File: src/sv/mba_pkg.sv
// Package for the per-symbol minute bar aggregator.
// Holds the word types, opcodes, state codes and sizing constants.
// Used by every module of the block; depends on nothing.
`timescale 1ns / 1ps
`default_nettype none
package mba_pkg;

    localparam int TABLE_ENTRIES_DEF = 16;
    localparam int MAX_RESULTS       = 16;
    localparam int QUEUE_DEPTH       = 2;

    // Message opcodes as they arrive on the input channel.
    typedef enum logic [1:0] {
        OP_TRADE = 2'd0,
        OP_QUOTE = 2'd1,
        OP_FLUSH = 2'd2,
        OP_NONE  = 2'd3
    } t_op;

    // Sequencer states of the table engine.
    typedef enum logic [1:0] {
        S_IDLE,
        S_MATCH,
        S_EXEC,
        S_FLUSH
    } t_state;

    typedef struct packed {
        logic [1:0]  opcode;
        logic [63:0] symbol;
        logic [15:0] minute;
        logic [31:0] price;
        logic [31:0] trade_volume;
        logic [31:0] bid_qty;
        logic [31:0] offer_qty;
    } t_in_word;

    typedef struct packed {
        logic [63:0] bar_symbol;
        logic [15:0] bar_minute;
        logic [31:0] open_px;
        logic [31:0] high_px;
        logic [31:0] low_px;
        logic [31:0] close_px;
        logic [47:0] total_volume;
        logic [47:0] bid_total;
        logic [47:0] ask_total;
        logic        table_full;
        logic        last;
    } t_out_word;

    // Classified command passed from the front to the back.
    typedef struct packed {
        t_op         op;
        logic [63:0] symbol;
        logic [15:0] minute;
        logic [31:0] price;
        logic [31:0] tvol;
        logic [31:0] bid;
        logic [31:0] ask;
    } t_cmd;

    // One bar as held in the table.
    typedef struct packed {
        logic [63:0] symbol;
        logic [15:0] minute;
        logic [31:0] open;
        logic [31:0] high;
        logic [31:0] low;
        logic [31:0] close;
        logic [47:0] volume;
        logic [47:0] bid;
        logic [47:0] ask;
    } t_bar;

    // Saturating 48-bit total plus a 32-bit increment.
    function automatic logic [47:0] sat_add48(input logic [47:0] a, input logic [31:0] b);
        logic [48:0] s;
        s = {1'b0, a} + {17'd0, b};
        return s[48] ? {48{1'b1}} : s[47:0];
    endfunction

endpackage
`default_nettype wire

File: src/sv/mba_front.sv
// Front of the bar aggregator: accepts input words, classifies them and queues commands.
// Depends on mba_pkg.
`timescale 1ns / 1ps
`default_nettype none
module mba_front (
    input  wire                   i_clk,
    input  wire                   i_rst_n,
    input  wire                   i_valid,
    input  mba_pkg::t_in_word     i_word,
    output logic                  o_stall,
    output logic                  o_cmd_valid,
    output mba_pkg::t_cmd         o_cmd,
    input  wire                   i_cmd_pop
);
    import mba_pkg::*;

    localparam int PW = (QUEUE_DEPTH > 1) ? $clog2(QUEUE_DEPTH) : 1;
    localparam int CW = $clog2(QUEUE_DEPTH + 1);

    t_cmd          r_q [QUEUE_DEPTH];
    logic [PW-1:0] r_wp, r_rp;
    logic [CW-1:0] r_cnt;
    logic          accept, push, pop;
    t_cmd          cmd;

    // Turn the raw word into a command; OP_NONE words are accepted but never queued.
    always_comb begin
        cmd.op     = t_op'(i_word.opcode);
        cmd.symbol = i_word.symbol;
        cmd.minute = i_word.minute;
        cmd.price  = i_word.price;
        cmd.tvol   = i_word.trade_volume;
        cmd.bid    = i_word.bid_qty;
        cmd.ask    = i_word.offer_qty;
    end

    assign o_stall     = (r_cnt == CW'(QUEUE_DEPTH));
    assign accept      = i_valid && !o_stall;
    assign push        = accept && (cmd.op != OP_NONE);
    assign o_cmd_valid = (r_cnt != '0);
    assign pop         = i_cmd_pop && o_cmd_valid;
    assign o_cmd       = r_q[r_rp];

    // Queue storage.
    always_ff @(posedge i_clk) begin
        if (push) begin
            r_q[r_wp] <= cmd;
        end
    end

    // Queue pointers and fill count.
    always_ff @(posedge i_clk) begin
        if (!i_rst_n) begin
            r_wp  <= '0;
            r_rp  <= '0;
            r_cnt <= '0;
        end else begin
            if (push) begin
                r_wp <= (r_wp == PW'(QUEUE_DEPTH - 1)) ? '0 : r_wp + 1'b1;
            end
            if (pop) begin
                r_rp <= (r_rp == PW'(QUEUE_DEPTH - 1)) ? '0 : r_rp + 1'b1;
            end
            r_cnt <= r_cnt + CW'(push) - CW'(pop);
        end
    end

endmodule
`default_nettype wire

File: config.mk
export PLATFORM = sky130hd
export DESIGN_NAME = mba_front
export DESIGN_NICKNAME = d
export VERILOG_FILES = /design/src/sv/mba_pkg.sv /design/src/sv/mba_front.sv
export SDC_FILE = /design/constraint.sdc
export NUM_CORES = 1
export LEC_CHECK = 0
export BUFFER_PORTS_ARGS = -buffer_cell sky130_fd_sc_hd__buf_2
export CORE_ASPECT_RATIO = 1.25
export CORE_MARGIN = 10
export CORE_UTILIZATION = 43
export DETAILED_ROUTE_END_ITERATION = 7
export GPL_TIMING_DRIVEN = 0
export PLACE_DENSITY = 0.68
export SETUP_SLACK_MARGIN = 0.2
export SLEW_MARGIN = 0
export SYNTH_ARGS = -nofsm -noshare
export SYNTH_HDL_FRONTEND = slang
export SYNTH_SLANG_ARGS = --single-unit
File: constraint.sdc
create_clock -name i_clk -period 30.6 [get_ports i_clk]
set_input_delay 3.06 -clock i_clk [delete_from_list [all_inputs] [get_ports i_clk]]
set_output_delay 3.06 -clock i_clk [all_outputs]
set_load 0.05 [all_outputs]
==> out/qor.yml <==
core-area_sq_um: 35500
clockBufferDepth: 3
hp-start: "r_wp"
critical_path_class: "flip-flop to output pin"
synthToLayoutAreaGrowth_pct: 28.0
async_reset_ff_share_pct: 0
grt_max_degree: 34
cpMostUsedCell: "buf_6"
dp_slack_ns: 25.48
synthTopCellsByArea: "edfxtp_1, mux2_2, buf_6"
port_buffers: 425
crit_family: "buffers and inverters"
drive_above_1_share_pct: 61.4
yosysWarningCount: 0
cp-start-kind: "flip-flop"
finalSetupViolCount: 0
grt_pass1_vias: 8648
chipWidth_um: 190
setup_slack_ns: 25.58
drt_iter0_drc: 330
worstPathArrival_ns: 1.96
ant_nets: 0
yosysMostFrequentCell: "edfxtp_1"
end_kind: "output pin"
finalCritPeriodShare_pct: 16.4
slew_headroom_pct: 42.2
worst_pin_slew_ns: 0.865
p_leak_nw: 7.34
die_height_um: 232
grt_pass1_wl_mm: 52.8
whs_endpoint: "r_wp"
whs_path_depth: 2
ios: 426
final.setup_skew_ns: 0.0146
irDropWorstVdd_mv: 0.0657
synth_flop_cell: "edfxtp_1"
reg2reg_from: "r_cnt[1]"
cts_buffers: 43
cts_max_level: 2
hold_viol: 0
cts_hold_buf: 0
yosysTopAreaCell: "edfxtp_1"
drc: 0
track_usage_pct: 15.9
whs_ns: 0.509
r2r_slack_ns: 28.18
maxCapViolations: 0
synth_seq_cells: 425
initial_core_util_pct: 43.7
worst-path-buf-inv: 3
fin_cells: 1676
wire_per_inst_um: 21.7
place.gp.congestion: 0.744
cpPeakStageDelay_ns: 0.37
path_cells: "buf_6, buf_6, mux2_2, buf_2"
root_buffer: "clkbuf_16"
timing.rr.end: "r_q[1][51]"
clkSlewWorstSetupHoldPaths_ns: 0.06
setup_tns_ns: 0
yosysTopAreaCellShare_pct: 81.5
crit_path_top_delay_cell: "dfxtp_1"
grt_antenna_before_repair: 9
vias: 8034
syn_avg_cell_area_sq_um: 22.8
drtPass1Iterations: 4
hold_path.class: "flip-flop to flip-flop"
cts-resized-gates: 0
fin_nets: 1379
powerDensity_nw_per_um2: 92.9
slew_viol_final: 0
ys_types: 16
cts_tree: "yes"
rsz0062_at_grt: "no"
synthesis.nets: 895
cts.sinks: 425
dieArea_sq_um: 44000
fmax_mhz: 199
grt.overflow.total: 0
clock_latency_ns: 0.53
cp.required_ns: 27.54
reg2regPathDepth: 6
synthCells: 679
wl_mm: 36.4
outcome: "finished, final reports clean"
synth_edf_count: 420
yosysSeqAreaShare_pct: 82.1
dp.cells: 1592
vias_per_cell: 4.79
syn_area_sq_um: 15500
num_rows: 77
synth_common_cells: "edfxtp_1, mux2_2, buf_6"
hpwl_mm: 26.8
critPathMaxFanout: 10
postCtsSetupBuffers: 0
fin_crit_ns: 5.02
[where the power goes]
group	total (mW)	internal (mW)	switching (mW)
combinational	0.633	0.182	0.452
sequential	0.726	0.712	0.0131
clock	0.483	0.276	0.207
total	1.84	1.17	0.672
[registers in the layout (all words and copies together), names as in the netlist, named ones only]
register and cells:
r_q 420, r_cnt 2, r_wp 1, r_rp 1
[tightest hold or removal path, cell delays in order (launching register included)]
cell and delay, ns:
dfxtp_1 0.34, nand2_1 0.07, mux2i_1 0.06
[per-layer routing]
layer | track usage (%) | wire, um
met5 | 0 | 45
met4 | 7.05 | 1190
met3 | 5.21 | 2820
met2 | 29.0 | 20000
met1 | 16.1 | 12300
[worst max-delay path by stage]
stage	start	endpoint	slack [ns]	cells after the start
floorplan	i_word[208]	r_q[0][0]	17.85	3
global placement	i_word[208]	r_q[1][31]	12.43	4
detailed placement	i_word[209]	r_q[1][28]	25.48	7
CTS	flip-flop	o_cmd[143]	25.50	4
global route	flip-flop	o_cmd[142]	25.47	4
finish	flip-flop	o_cmd[142]	25.58	4
[cell families (layout without fill, tap and decap cells)]
logic type	after synthesis	after routing	share of synthesized area, %
xor+xnor	3	3	0.170
simple gates	12	12	0.493
compound gates	1	1	0.0485
mux	211	211	15.3
other cells	0	7	0
buf+inv	25	541	1.68
flops	425	425	82.1
fa+ha+maj	2	2	0.162
[layout make-up]
cell class	instances	area (sq um)
antenna	7	17.5
buffer	23	253
clock buffer	51	1150
clock inverter	26	155
fill	2823	15600
inverter	2	7.51
multi-input combinational	229	2520
sequential	425	12700
tap	474	593
timing repair buffer	439	2410
[cells in the final DEF (no fill, tap or decap)]
master / count
inv_6: 2
mux2_2: 210
clkinvlp_4: 2
ha_1: 2
nand2_1: 3
nor2b_1: 3
clkbuf_1: 6
buf_6: 22
o21a_1: 1
inv_1: 2
bufinv_16: 1
clkinv_1: 13
clkbuf_16: 45
mux2i_1: 1
clkinv_4: 1
nand3b_4: 1
buf_12: 14
nor2_4: 2
and2_1: 2
clkinv_2: 7
dfxtp_1: 5
xnor2_1: 3
buf_2: 426
diode_2: 7
or2_2: 1
edfxtp_1: 420
[stage by stage]
stage	power (mW)	area [sq um]	utilization (%)
6_report	1.84	19800	55.9
5_1_grt	1.91	19800	55.9
4_1_cts	1.87	19800	55.9
3_5_place_dp	1.38	18500	52.2
3_3_place_gp	1.40	18200	51.3
2_1_floorplan	1.23	15500	-
Power figures use the tool's default switching activity.
